===== src/rtl/ipv4p_pkg.sv =====
// ----------------------------------------------------------------------------
// ipv4p_pkg
// shared types and constants for the ipv4 dotted text parser
// ----------------------------------------------------------------------------
package ipv4p_pkg;

    localparam int MID_DEPTH_DEF = 2;
    localparam int OUT_DEPTH_DEF = 2;

    localparam logic [7:0] CH_DOT   = 8'h2E;
    localparam logic [7:0] CH_ZERO  = 8'h30;
    localparam logic [7:0] CH_NINE  = 8'h39;
    localparam logic [7:0] CH_SEVEN = 8'h37;
    localparam logic [7:0] CH_LO_A  = 8'h61;
    localparam logic [7:0] CH_LO_F  = 8'h66;
    localparam logic [7:0] CH_UP_A  = 8'h41;
    localparam logic [7:0] CH_UP_F  = 8'h46;
    localparam logic [7:0] CH_LO_X  = 8'h78;
    localparam logic [7:0] CH_UP_X  = 8'h58;

    localparam logic [8:0] FIELD_LIMIT = 9'd256;
    localparam logic [2:0] MAX_FIELDS  = 3'd4;

    typedef struct packed {
        logic [7:0] ch;
        logic       is_end;
    } t_in_item;

    typedef struct packed {
        logic [31:0] address;
        logic        ok;
    } t_result;

    // classified character
    typedef struct packed {
        logic       is_end;
        logic       is_dot;
        logic       is_zero;
        logic       is_x;
        logic       is_oct;
        logic       is_dec;
        logic       is_hex;
        logic [3:0] digit;
    } t_token;

    typedef enum logic [2:0] {
        PH_START = 3'd0,
        PH_ZERO  = 3'd1,
        PH_XPFX  = 3'd2,
        PH_HEX   = 3'd3,
        PH_OCT   = 3'd4,
        PH_DEC   = 3'd5
    } t_phase;

    typedef enum logic [3:0] {
        ACT_IGNORE,
        ACT_CLOSE,
        ACT_FAIL,
        ACT_ACC8,
        ACT_ACC10,
        ACT_ACC16,
        ACT_ZERO,
        ACT_XPFX,
        ACT_END
    } t_action;

endpackage


===== src/rtl/ipv4p_fifo.sv =====
// ----------------------------------------------------------------------------
// ipv4p_fifo
// small register queue with push/full and pop/empty
// ----------------------------------------------------------------------------
module ipv4p_fifo #(
    parameter int WIDTH = 8,
    parameter int DEPTH = 2
) (
    input  logic             i_clk,
    input  logic             i_rst_n,
    input  logic             push,
    input  logic [WIDTH-1:0] i_data,
    output logic             full,
    input  logic             pop,
    output logic [WIDTH-1:0] o_data,
    output logic             empty
);

    localparam int AW = (DEPTH > 1) ? $clog2(DEPTH) : 1;
    localparam int CW = $clog2(DEPTH + 1);

    logic [WIDTH-1:0] r_mem [DEPTH];
    logic [AW-1:0]    r_wr;
    logic [AW-1:0]    r_rd;
    logic [CW-1:0]    r_cnt;
    logic             do_push;
    logic             do_pop;

    assign full    = (r_cnt == CW'(DEPTH));
    assign empty   = (r_cnt == '0);
    assign do_push = push && !full;
    assign do_pop  = pop && !empty;
    assign o_data  = r_mem[r_rd];

    function automatic logic [AW-1:0] f_next(input logic [AW-1:0] p);
        f_next = (p == AW'(DEPTH - 1)) ? '0 : p + 1'b1;
    endfunction

    always_ff @(posedge i_clk) begin
        if (!i_rst_n) begin
            r_wr  <= '0;
            r_rd  <= '0;
            r_cnt <= '0;
        end else begin
            if (do_push) r_wr <= f_next(r_wr);
            if (do_pop)  r_rd <= f_next(r_rd);
            if (do_push && !do_pop)      r_cnt <= r_cnt + 1'b1;
            else if (do_pop && !do_push) r_cnt <= r_cnt - 1'b1;
        end
    end

    always_ff @(posedge i_clk) begin
        if (do_push) r_mem[r_wr] <= i_data;
    end

endmodule


===== src/rtl/ipv4p_front.sv =====
// ----------------------------------------------------------------------------
// ipv4p_front
// input register and character classifier, feeds the token queue
// ----------------------------------------------------------------------------
module ipv4p_front import ipv4p_pkg::*; (
    input  logic     i_clk,
    input  logic     i_rst_n,
    input  logic     push,
    input  t_in_item i_item,
    output logic     full,
    output logic     o_tok_push,
    output t_token   o_tok,
    input  logic     i_tok_full
);

    logic   r_valid;
    t_token r_tok;
    t_token n_tok;
    logic   take;
    logic   is_num;
    logic   is_lo;
    logic   is_up;

    assign full       = r_valid && i_tok_full;
    assign take       = push && !full;
    assign o_tok_push = r_valid;
    assign o_tok      = r_tok;

    always_comb begin
        is_num          = (i_item.ch >= CH_ZERO) && (i_item.ch <= CH_NINE);
        is_lo           = (i_item.ch >= CH_LO_A) && (i_item.ch <= CH_LO_F);
        is_up           = (i_item.ch >= CH_UP_A) && (i_item.ch <= CH_UP_F);
        n_tok.is_end    = i_item.is_end;
        n_tok.is_dot    = (i_item.ch == CH_DOT);
        n_tok.is_zero   = (i_item.ch == CH_ZERO);
        n_tok.is_x      = (i_item.ch == CH_LO_X) || (i_item.ch == CH_UP_X);
        n_tok.is_oct    = (i_item.ch >= CH_ZERO) && (i_item.ch <= CH_SEVEN);
        n_tok.is_dec    = is_num;
        n_tok.is_hex    = is_num || is_lo || is_up;
        // letters a..f map to 10..15 from the low nibble
        n_tok.digit     = is_num ? i_item.ch[3:0] : i_item.ch[3:0] + 4'd9;
    end

    always_ff @(posedge i_clk) begin
        if (!i_rst_n) begin
            r_valid <= 1'b0;
        end else if (take) begin
            r_valid <= 1'b1;
        end else if (!i_tok_full) begin
            r_valid <= 1'b0;
        end
    end

    always_ff @(posedge i_clk) begin
        if (take) r_tok <= n_tok;
    end

endmodule


===== src/rtl/ipv4p_back.sv =====
// ----------------------------------------------------------------------------
// ipv4p_back
// field parser state and address assembly, one token per cycle unless stalled
// ----------------------------------------------------------------------------
module ipv4p_back import ipv4p_pkg::*; (
    input  logic    i_clk,
    input  logic    i_rst_n,
    input  t_token  i_tok,
    input  logic    i_tok_empty,
    output logic    o_tok_pop,
    output logic    o_res_push,
    output t_result o_res,
    input  logic    i_res_full
);

    t_phase      r_phase;
    t_phase      n_phase;
    logic [8:0]  r_value;
    logic [8:0]  n_value;
    logic [2:0]  r_count;
    logic [2:0]  n_count;
    logic [7:0]  r_bytes [4];
    logic [7:0]  n_bytes [4];
    logic        r_failed;
    logic        n_failed;
    logic        r_finished;
    logic        n_finished;

    t_action     act;
    logic        step;
    logic        close_bad;
    logic [12:0] acc;
    logic [8:0]  acc_sat;
    logic [7:0]  fb [4];
    logic [2:0]  fin_count;
    logic        fin_fail;
    logic        res_ok;
    logic [31:0] res_addr;

    assign step       = !i_tok_empty && (!i_tok.is_end || !i_res_full);
    assign o_tok_pop  = step;
    assign o_res_push = step && i_tok.is_end;
    assign close_bad  = (r_value >= FIELD_LIMIT);

    // action decode
    always_comb begin
        if (i_tok.is_end) begin
            act = ACT_END;
        end else if (r_failed || r_finished) begin
            act = ACT_IGNORE;
        end else if (i_tok.is_dot && r_phase != PH_XPFX) begin
            act = ACT_CLOSE;
        end else begin
            unique case (r_phase)
                PH_START: act = i_tok.is_zero ? ACT_ZERO :
                                i_tok.is_dec  ? ACT_ACC10 : ACT_FAIL;
                PH_ZERO:  act = i_tok.is_x    ? ACT_XPFX :
                                i_tok.is_oct  ? ACT_ACC8 : ACT_FAIL;
                PH_XPFX,
                PH_HEX:   act = i_tok.is_hex  ? ACT_ACC16 : ACT_FAIL;
                PH_OCT:   act = i_tok.is_oct  ? ACT_ACC8 : ACT_FAIL;
                PH_DEC:   act = i_tok.is_dec  ? ACT_ACC10 : ACT_FAIL;
                default:  act = ACT_FAIL;
            endcase
        end
    end

    // next phase
    always_comb begin
        n_phase = r_phase;
        unique case (act)
            ACT_ACC8:  n_phase = PH_OCT;
            ACT_ACC10: n_phase = PH_DEC;
            ACT_ACC16: n_phase = PH_HEX;
            ACT_ZERO:  n_phase = PH_ZERO;
            ACT_XPFX:  n_phase = PH_XPFX;
            ACT_CLOSE: n_phase = close_bad ? r_phase : PH_START;
            ACT_END:   n_phase = PH_START;
            default:   n_phase = r_phase;
        endcase
    end

    // digit accumulation, saturating at the field limit
    always_comb begin
        unique case (act)
            ACT_ACC8:  acc = {1'b0, r_value, 3'b000} + 13'(i_tok.digit);
            ACT_ACC16: acc = {r_value[8:0], 4'b0000} + 13'(i_tok.digit);
            default:   acc = {1'b0, r_value, 3'b000} + {3'b000, r_value, 1'b0}
                             + 13'(i_tok.digit);
        endcase
        acc_sat = (acc >= 13'(FIELD_LIMIT)) ? FIELD_LIMIT : acc[8:0];
    end

    // terminator: close the open field and expand short forms
    always_comb begin
        fb        = r_bytes;
        fin_count = r_count;
        fin_fail  = r_failed;
        if (!r_failed && !r_finished && r_phase != PH_START) begin
            if (r_phase == PH_XPFX || close_bad) begin
                fin_fail = 1'b1;
            end else if (r_count < MAX_FIELDS) begin
                fb[r_count[1:0]] = r_value[7:0];
                fin_count        = r_count + 1'b1;
            end
        end
        res_ok = !fin_fail && (fin_count != 3'd0);
        unique case (fb[0][7:6])
            2'b00, 2'b01: begin
                if (fin_count == 3'd3) begin
                    fb[3] = fb[2];
                    fb[2] = fb[1];
                    fb[1] = 8'd0;
                end else if (fin_count == 3'd2) begin
                    fb[3] = fb[1];
                    fb[2] = 8'd0;
                    fb[1] = 8'd0;
                end else if (fin_count != MAX_FIELDS) begin
                    res_ok = 1'b0;
                end
            end
            2'b10: begin
                if (fin_count == 3'd3) begin
                    fb[3] = fb[2];
                    fb[2] = 8'd0;
                end else if (fin_count != MAX_FIELDS) begin
                    res_ok = 1'b0;
                end
            end
            default: ;
        endcase
        res_addr = res_ok ? {fb[0], fb[1], fb[2], fb[3]} : 32'd0;
    end

    assign o_res.address = res_addr;
    assign o_res.ok      = res_ok;

    // field state update
    always_comb begin
        n_value    = r_value;
        n_count    = r_count;
        n_bytes    = r_bytes;
        n_failed   = r_failed;
        n_finished = r_finished;
        unique case (act)
            ACT_ACC8, ACT_ACC10, ACT_ACC16: n_value = acc_sat;
            ACT_FAIL: n_failed = 1'b1;
            ACT_CLOSE: begin
                if (close_bad) begin
                    n_failed = 1'b1;
                end else begin
                    if (r_count < MAX_FIELDS) begin
                        n_bytes[r_count[1:0]] = r_value[7:0];
                        n_count               = r_count + 1'b1;
                    end
                    n_value = 9'd0;
                    if (n_count >= MAX_FIELDS) n_finished = 1'b1;
                end
            end
            ACT_END: begin
                n_value    = 9'd0;
                n_count    = 3'd0;
                n_bytes    = '{default: 8'd0};
                n_failed   = 1'b0;
                n_finished = 1'b0;
            end
            default: ;
        endcase
    end

    always_ff @(posedge i_clk) begin
        if (!i_rst_n) begin
            r_phase    <= PH_START;
            r_value    <= 9'd0;
            r_count    <= 3'd0;
            r_bytes    <= '{default: 8'd0};
            r_failed   <= 1'b0;
            r_finished <= 1'b0;
        end else if (step) begin
            r_phase    <= n_phase;
            r_value    <= n_value;
            r_count    <= n_count;
            r_bytes    <= n_bytes;
            r_failed   <= n_failed;
            r_finished <= n_finished;
        end
    end

endmodule


===== src/rtl/ipv4_dotted_text_parser_top.sv =====
// ----------------------------------------------------------------------------
// ipv4_dotted_text_parser_top
// parses dotted ipv4 text, one character per request, into a 32-bit address
//
//   channel  | handshake      | payload
//   ---------+----------------+----------------------------------------
//   input    | push / full    | i_item  : ch[7:0], is_end
//   result   | empty / pop    | o_result: address[31:0], ok
//
// one request per cycle while full is low; a result comes out for terminator
// requests only, on the result ports once it has passed the input register,
// the token queue and the parser step into the result queue
// the parser handles one token per cycle; it stops only on a terminator
// while the result queue is full, and the token queue absorbs that stall
// synchronous active-low reset clears all queues and parser state
// ----------------------------------------------------------------------------
module ipv4_dotted_text_parser_top import ipv4p_pkg::*; #(
    parameter int MID_DEPTH = MID_DEPTH_DEF,
    parameter int OUT_DEPTH = OUT_DEPTH_DEF
) (
    input  logic     i_clk,
    input  logic     i_rst_n,
    input  logic     push,
    input  t_in_item i_item,
    output logic     full,
    output logic     empty,
    input  logic     pop,
    output t_result  o_result
);

    // front to token queue
    logic    fr_push;
    t_token  fr_tok;
    logic    tq_full;

    // token queue to back
    t_token  tq_tok;
    logic    tq_empty;
    logic    bk_pop;

    // back to result queue
    logic    bk_push;
    t_result bk_res;
    logic    rq_full;

    // classifier stage
    ipv4p_front u_front (
        .i_clk      (i_clk),
        .i_rst_n    (i_rst_n),
        .push       (push),
        .i_item     (i_item),
        .full       (full),
        .o_tok_push (fr_push),
        .o_tok      (fr_tok),
        .i_tok_full (tq_full)
    );

    // decouples classification from parsing
    ipv4p_fifo #(
        .WIDTH ($bits(t_token)),
        .DEPTH (MID_DEPTH)
    ) u_tok_q (
        .i_clk   (i_clk),
        .i_rst_n (i_rst_n),
        .push    (fr_push),
        .i_data  (fr_tok),
        .full    (tq_full),
        .pop     (bk_pop),
        .o_data  (tq_tok),
        .empty   (tq_empty)
    );

    // parser and address assembly
    ipv4p_back u_back (
        .i_clk       (i_clk),
        .i_rst_n     (i_rst_n),
        .i_tok       (tq_tok),
        .i_tok_empty (tq_empty),
        .o_tok_pop   (bk_pop),
        .o_res_push  (bk_push),
        .o_res       (bk_res),
        .i_res_full  (rq_full)
    );

    // results wait here until popped
    ipv4p_fifo #(
        .WIDTH ($bits(t_result)),
        .DEPTH (OUT_DEPTH)
    ) u_res_q (
        .i_clk   (i_clk),
        .i_rst_n (i_rst_n),
        .push    (bk_push),
        .i_data  (bk_res),
        .full    (rq_full),
        .pop     (pop),
        .o_data  (o_result),
        .empty   (empty)
    );

endmodule


===== config.mk =====
export PLATFORM = sky130hd
export DESIGN_NAME = ipv4_dotted_text_parser_top
export DESIGN_NICKNAME = d
export VERILOG_FILES = /design/src/rtl/ipv4p_pkg.sv /design/src/rtl/ipv4p_fifo.sv /design/src/rtl/ipv4p_front.sv /design/src/rtl/ipv4p_back.sv /design/src/rtl/ipv4_dotted_text_parser_top.sv
export SDC_FILE = /design/constraint.sdc
export NUM_CORES = 1
export LEC_CHECK = 0
export BUFFER_PORTS_ARGS = -buffer_cell sky130_fd_sc_hd__buf_2
export CORE_ASPECT_RATIO = 1.1
export CORE_MARGIN = 4
export CORE_UTILIZATION = 50
export CTS_CLUSTER_SIZE = 8
export DETAILED_ROUTE_END_ITERATION = 16
export PLACE_DENSITY = 0.67
export SYNTH_ARGS = -nofsm -noshare
export SYNTH_HDL_FRONTEND = slang
export SYNTH_HIERARCHICAL = 1
export SYNTH_SLANG_ARGS = --single-unit

===== constraint.sdc =====
create_clock -name i_clk -period 4.57 [get_ports i_clk]
set_input_delay 0.914 -clock i_clk [delete_from_list [all_inputs] [get_ports i_clk]]
set_output_delay 0.914 -clock i_clk [all_outputs]
set_load 0.02 [all_outputs]

# Word-level counts from Yosys, hierarchy flattened
# Memory sizes are Yosys's and may differ from the RTL's. A register that Yosys moved wholly into a read port is not among the register bits.
# Cells that the tools add are included.
# W data, S select, Z words.
[totals]
mem_bits_rw = 88
register_bits = 69
wordCells = 210
memories = 2
in_bits = 13
[memory_table]
columns = ["name", "words", "width", "rd", "rd_clocked_by_memory_dff", "write_ports", "line", "source"]
rows = [
  ["u_res_q.r_mem", 2, 33, 1, 1, 1, "ipv4p_fifo.sv:22", "logic [WIDTH-1:0] r_mem [DEPTH];"],
  ["u_tok_q.r_mem", 2, 11, 1, 1, 1, "ipv4p_fifo.sv:22", ""],
]
[classes]
muxes = 67
add_sub_neg = 14
eq_ne = 29
magnitude_cmp = 13
n_reduce_logical = 60
bitwise = 1
[op_table]
columns = ["operator", "n"]
rows = [
  ["$mux W32", 5],
  ["$pmux W32 S2", 1],
  ["$mux W24", 2],
  ["$bwmux W32", 1],
  ["$pmux W16 S2", 1],
  ["$mux W3", 9],
  ["$pmux W9 S3", 1],
  ["$add A13 B4 Y13", 2],
  ["$pmux W13 S2", 1],
  ["$mux W1", 24],
  ["$mux W4", 6],
  ["$logic_and A1 B1 Y1", 21],
  ["$pmux W3 S7", 1],
  ["$pmux W4 S5", 1],
  ["$mux W9", 2],
  ["$demux W8 S2", 1],
  ["$eq A4 B3 Y1 const B", 4],
  ["$eq A8 B6 Y1 const B", 2],
  ["$eq A8 B7 Y1 const B", 2],
  ["$ge A8 B7 Y1 const B", 2],
  ["$le A8 B6 Y1 const B", 2],
  ["$le A8 B7 Y1 const B", 2],
  ["$mux W16", 1],
  ["$mux W8", 2],
  ["41 further kinds", 88],
]

# Logic depth before layout (Yosys ltp)
# Gate-level depths: netlist (run 1).
[depth]
word_depth = 13
depth_mapped = 13

# Cells and area by module
# The synthesis (run 1) kept the hierarchy.
[modules_own_cells]
columns = ["module", "area_per_inst_um2", "seq_area_each_um2", "cells_per_inst", "instances"]
rows = [
  ["ipv4p_back", 4108.9, 980.9, 519, 1],
  ["ipv4p_fifo (u_res_q)", 2607.5, 2082.0, 128, 1],
  ["ipv4p_fifo (u_tok_q)", 1023.5, 760.7, 59, 1],
  ["ipv4p_front", 663.1, 350.3, 52, 1],
]

# Worst setup path before layout (run 1)
# No wires, ideal clock.
[synth_path]
path_kind = "register -> register"
from = "register with a tool-made name"
to = "register u_back.r_value[8]"
setup_time_ns = 0.117
slack_ns = 1.345
t_arrival_ns = 3.108
stages_incl_launch_ff = 13
path_cell_list = "dfxtp_1 > buf_2 > mux2_2 > fa_1 > inv_1 > fa_1 > nor2b_1 > o2111a_1 > o31a_1 > o211ai_1 > a31oi_1 > o211ai_1 > a22o_1"
[synth_lines]
columns = ["item", "line", "source"]
rows = [
  ["end signal, assigned", "ipv4p_back.sv:181", "r_value <= n_value;"],
  ["end, declared", "ipv4p_back.sv:18", "logic [8:0] r_value;"],
]

==> impl_metrics.json, run 1 <==
{
  "status": "finished clean",
  "synth_edf_count": 99,
  "use_met1_pct": 24.7,
  "reg2reg_to": "u_back/r_value[2]",
  "rsz0062_at_grt": "false",
  "cts_setup_buffers": 0,
  "hold_buffers": 0,
  "hold_class": "flip-flop to flip-flop",
  "p_per_area_nw_per_um2": 517,
  "cap_violations": 0,
  "yosysTopAreaCell": "edfxtp_1",
  "cts_resized": 0,
  "start_util_pct": 51.1,
  "crit_fanout": 8,
  "cts.clk_slew.worst_paths_ns": 0.06,
  "ys_types": 86,
  "cts_tree": "done",
  "yosysWarnings": 6,
  "drv_slew": 0,
  "syn-num-nets": 802,
  "cts_buffer_depth": 2,
  "synth_top_area_share_pct": 35.4,
  "critPathLaunchType": "flip-flop",
  "drive_gt1_share_pct": 20.2,
  "place_inst": 974,
  "critical_path_required_ns": 4.92,
  "drt_pass1_iterations": 5,
  "n_fill_cell": 1365,
  "min_from": "u_front/o_tok[6]",
  "synth-seq-area-share_pct": 49.7,
  "grt_pass1_wl_um": 31400,
  "drc": 0,
  "wl_per_cell_um": 19.0,
  "gp_congestion": 0.866,
  "wirelength_um": 19100,
  "finalHoldViolations": 0,
  "busiest_layer": "met2",
  "synth_area_um2": 8400,
  "place_ws_ns": 1.08,
  "numPortBuffers": 47,
  "dieWidth_um": 132,
  "grt_max_degree": 62,
  "timing.hold.ws_ns": 0.446,
  "worstPathArrival_ns": 3.87,
  "area_growth_pct": 10.9,
  "fin_crit_ns": 3.53,
  "first_global_vias": 6079,
  "worstMarginPinSlew_ns": 1.25,
  "finalSetupViolCount": 0,
  "diodes": 0,
  "timing.reg2reg.setup_slack_ns": 1.04,
  "synth_cells": 758,
  "core_um2": 16400,
  "die_y_um": 144,
  "nNetsFinal": 833,
  "synth_ff_type": "edfxtp_1",
  "fin_crit_sh_pct": 77.1,
  "die_area_um2": 18900,
  "reg2reg_depth": 13,
  "clockRootBuffer": "clkbuf_16",
  "ir_worst_vdd_v": 0.000322,
  "io_pins": 48,
  "tns_ns": 0,
  "hold_path_depth": 0,
  "antenna_found_initial": 0,
  "vias_per_cell": 6.09,
  "grt_use_total_pct": 20.5,
  "holdPathEnd": "u_tok_q/r_mem[0][6]",
  "clkSinkCount": 159,
  "grt_overflow_total": 0,
  "numCtsBuffers": 17,
  "cts.htree.levels": 4,
  "setup_ws_ns": 1.04,
  "initialDrtViolationCount": 439,
  "max_freq_ghz": 0.284,
  "synth.avg_cell_area_um2": 11.1,
  "grt_use_met3_pct": 3.78,
  "insertion_delay_ns": 0.42,
  "yosys_register_bits": 159,
  "cp-end-kind": "flip-flop",
  "synthArstFlopShare_pct": 0,
  "synth_area_leaders": "edfxtp_1, dfxtp_1, mux2_2",
  "p_leak_nw": 3.48,
  "postRouteAntennaNets": 0,
  "crit_type": "flip-flop to flip-flop",
  "slew_headroom_pct": 16.4,
  "via_count": 6126,
  "instances_no_fill": 1006,
  "grtUsageMet2_pct": 36.5,
  "hpwl_um": 13600,
  "rows": 49,
  "worst_clock_skew_ns": 0.00789
}
==> where the power goes <==
group / switching, mW / internal (mW) / leakage (nW)
logic: 1.08 / 0.594 / 1.79
registers: 0.101 / 1.72 / 1.43
clock network: 0.608 / 0.711 / 0.263
==> metal layers <==
metal	wire, um	part of all wire (%)	up-vias
li1	-	-	2958
met1	7870	41	2940
met2	9770	51	190
met3	1020	5.3	38
met4	452	2.4	0
met5	0	0	-
==> stage by stage <==
step | instance area, um^2 | utilization [%] | power, mW
floorplan | 8400 | - | 3.11
global placement | 8770 | 53.4 | 3.48
detailed placement | 8770 | 53.4 | 3.52
CTS | 9320 | 56.7 | 4.85
global route | 9320 | 56.7 | 5.08
finish | 9320 | 56.7 | 4.82
==> cells by family (layout without fill, tap and decap cells) <==
group	count (synthesis)	in the layout	synth area share [%]
buf+inv	63	107	3.23
xor+xnor	16	16	1.67
flops	159	159	49.7
fa+ha+maj	31	31	4.79
mux	78	78	10.2
simple gates	232	232	14.8
compound gates	179	179	15.7
==> cell usage in the layout, fill, tap and decap left out, types with 14 or more instances in the layout <==
cell type / count
edfxtp_1: 99
nor3_1: 14
a21oi_1: 34
nand2_1: 65
or3_1: 20
nor2_1: 35
o22ai_1: 33
mux2_2: 53
inv_1: 17
ha_1: 29
nand3_1: 28
mux2i_1: 22
buf_2: 47
dfxtp_1: 60
clkbuf_16: 17
==> cells in the mapped netlist, types with 4 or more instances <==
cell type and n:
nor2b_1 10, nor4b_1 4, xnor2_1 12, o2bb2ai_1 9, o21a_1 7, a21boi_0 5
or3_1 20, and2_1 11, edfxtp_1 99, o21ai_1 4, nand4_1 4, o31ai_1 4
ha_1 29, o211ai_1 4, clkbuf_1 22, a22oi_1 8, inv_1 17, nand2_1 65
nor3_1 14, a221oi_1 9, nand3_1 28, and3_1 6, o211a_1 5, a21oi_1 34
mux2i_1 22, nor2_1 35, a2111oi_1 8, o22ai_1 33, o21ai_0 12, a31oi_1 4
mux2_2 53, xor2_1 4, nand2b_1 9, dfxtp_1 60, buf_2 19
==> worst max-delay path by stage <==
stage | startpoint | endpoint | cells past startpoint
after global routing | flip-flop | u_back/r_value[6] | 13
after CTS | flip-flop | u_back/r_value[6] | 13
after detailed placement | flip-flop | u_back/r_value[2] | 13
after floorplan | flip-flop | u_back/r_value[8] | 12
after global placement | flip-flop | u_back/r_value[7] | 11
final | flip-flop | u_back/r_value[2] | 13
==> worst max-delay path, stage by stage, from the launching register on <==
cell and delay [ns]:
dfxtp_1 0.49, buf_4 0.21, mux2_2 0.35, ha_1 0.30, ha_1 0.23, inv_1 0.08, fa_1 0.20, nor2b_1 0.07
o2111a_1 0.27, nor4_1 0.35, o211ai_1 0.15, a31oi_1 0.33, o2111ai_4 0.21, o2bb2ai_1 0.20
==> layout make-up <==
cell class	instances	area (um^2)	share of cell area [%]
clock buffer	17	425	4.56
multi-input combinational	536	3970	42.6
inverter	19	71.3	0.765
tap	204	255	2.74
clock inverter	15	124	1.33
sequential	159	4170	44.8
timing repair buffer	56	303	3.25
==> registers in the layout, summed over array words and instances (netlist names), named ones only <==
| register | count |
|---|---|
| u_back/r_failed | 1 |
| u_back/r_finished | 1 |
| u_tok_q/r_mem | 22 |
| u_front/o_tok_push | 1 |
| u_res_q/r_wr | 1 |
| u_res_q/r_rd | 1 |
| u_back/r_value | 9 |
| u_res_q/r_cnt | 2 |
| u_front/o_tok | 11 |
| u_back/r_count | 3 |
| u_back/r_bytes | 32 |
| u_tok_q/r_wr | 1 |
| u_tok_q/r_cnt | 2 |
| u_tok_q/r_rd | 1 |
| u_back/r_phase | 3 |
| u_res_q/r_mem | 66 |
Power figures use the tool's default switching activity.
==> run 2, diff against run 1 <==
- clock period: 4.57 -> 3.5 ns (I/O delays scaled with it)
==> impl_metrics.json, run 2 (synthesis results as in run 1) <==
{
  "io_pins": 48,
  "drv_slew": 0,
  "numPortBuffers": 47,
  "hold_class": "flip-flop to flip-flop",
  "p_per_area_nw_per_um2": 677,
  "p_leak_nw": 3.61,
  "crit_fanout": 8,
  "status": "finished clean",
  "setup_ws_ns": 0.140,
  "vias_per_cell": 6.10,
  "cts.htree.levels": 4,
  "cts_buffer_depth": 2,
  "clkSinkCount": 159,
  "top_regs": "u_res_q/r_mem (66), u_back/r_bytes (32), u_tok_q/r_mem (22)",
  "grt_max_degree": 47,
  "die_area_um2": 18900,
  "grt_use_total_pct": 20.6,
  "critPathLaunchType": "flip-flop",
  "hold_buffers": 0,
  "critical_path_required_ns": 3.84,
  "rsz0062_at_grt": "false",
  "dieWidth_um": 132,
  "die_y_um": 144,
  "insertion_delay_ns": 0.42,
  "fin_area_um2": 9560,
  "worstMarginPinSlew_ns": 1.02,
  "largest_reg_flops": 66,
  "cts.clk_slew.worst_paths_ns": 0.06,
  "clockRootBuffer": "clkbuf_16",
  "worst_clock_skew_ns": 0.00551,
  "drive_gt1_share_pct": 23.3,
  "start_util_pct": 51.1,
  "via_count": 6266,
  "fin_total_pwr_mw": 6.47,
  "cts_setup_buffers": 0,
  "min_from": "u_front/o_tok[0]",
  "core_um2": 16400,
  "slew_headroom_pct": 31.9,
  "mostFrequentLayoutCells": "edfxtp_1, nand2_1, dfxtp_1, mux2_2, buf_2",
  "timing.reg2reg.setup_slack_ns": 0.14,
  "tns_ns": 0,
  "final_common_cell": "edfxtp_1",
  "cp-end-kind": "flip-flop",
  "multi_input_area_um2": 4000,
  "finalSetupViolCount": 0,
  "wirelength_um": 19200,
  "postRouteAntennaNets": 0,
  "hold_path_depth": 0,
  "drt_pass1_iterations": 6,
  "seqCellArea_um2": 4180,
  "max_freq_ghz": 0.298,
  "reg2reg_depth": 11,
  "gp_congestion": 0.934,
  "cts_resized": 0,
  "diodes": 0,
  "crit_type": "flip-flop to flip-flop",
  "fin_crit_ns": 3.36,
  "rows": 49,
  "top_register": "u_res_q/r_mem",
  "grt_overflow_total": 0,
  "cts_tree": "done",
  "fin_crit_sh_pct": 96.0,
  "first_global_vias": 6219,
  "nNetsFinal": 855,
  "initialDrtViolationCount": 464,
  "holdPathEnd": "u_tok_q/r_mem[1][0]",
  "antenna_found_initial": 0,
  "worstPathArrival_ns": 3.70,
  "dpl_cell_area_um2": 8940,
  "wl_per_cell_um": 18.7,
  "place_ws_ns": 0.0723,
  "drc": 0,
  "hpwl_um": 13600,
  "reg2reg_to": "u_back/r_value[6]",
  "ir_worst_vdd_v": 0.000409,
  "numCtsBuffers": 17,
  "finalHoldViolations": 0,
  "n_fill_cell": 1404,
  "grt_pass1_wl_um": 31300,
  "area_growth_pct": 13.7,
  "final_util_pct": 58.2,
  "cap_violations": 0
}
run 2: cell types whose count changed in the layout (fill, tap and decap cells not counted), sizes merged:
cell	delta
buf	+22
inv	-5
bufinv	+2
clkbuf	+1
clkinv	+1
clkinvlp	+1
run 2: final cells by class:
cell class | instances | area share [%]
clock inverter | 14 | 1.64
inverter | 19 | 0.746
multi-input combinational | 536 | 41.9
tap | 204 | 2.67
sequential | 159 | 43.7
clock buffer | 18 | 4.49
timing repair buffer | 78 | 4.90
run 2: worst max-delay path, cell delays in order (launching register included):
cell and delay (ns):
dfxtp_2 0.36, mux2_2 0.39, fa_1 0.58, inv_1 0.07, fa_1 0.47, nor2b_2 0.17
o2111a_2 0.24, o31a_1 0.17, nand2_1 0.08, a31oi_2 0.30, o2111ai_4 0.23, o2bb2ai_1 0.22
run 2: through the flow:
step | hold slack [ns] | std cells
3_3_place_gp | 0.422 | 996
5_1_grt | 0.439 | 1028
6_report | 0.439 | 1028
4_1_cts | 0.441 | 1028
2_1_floorplan | 0.421 | 758
3_5_place_dp | 0.430 | 996
run 2: worst max path at each step:
stage | endpoint | slack, ns | startpoint | depth (start not counted)
final | u_back/r_value[6] | 0.14 | flip-flop | 11
after global routing | u_back/r_value[6] | 0.005 | flip-flop | 11
after CTS | u_back/r_value[6] | 0.03 | flip-flop | 11
after detailed placement | u_back/r_value[6] | 0.07 | flip-flop | 11
after global placement | u_back/r_value[7] | 0.23 | flip-flop | 11
after floorplan | u_back/r_value[8] | 0.28 | flip-flop | 12
run 2: layer usage:
metal  up-vias  wire [um]  track usage, %
met4         0        596            9.34
met1      3023       7820            24.3
li1       2991          -               -
met3        39       1020            4.06
met2       213       9790            36.6
met5         -          0               0
run 2: where the power goes:
part | switching [mW] | internal, mW | total, mW
Clock | 0.767 | 1.06 | 1.83
Combinational | 1.45 | 0.838 | 2.29
Sequential | 0.108 | 2.25 | 2.36
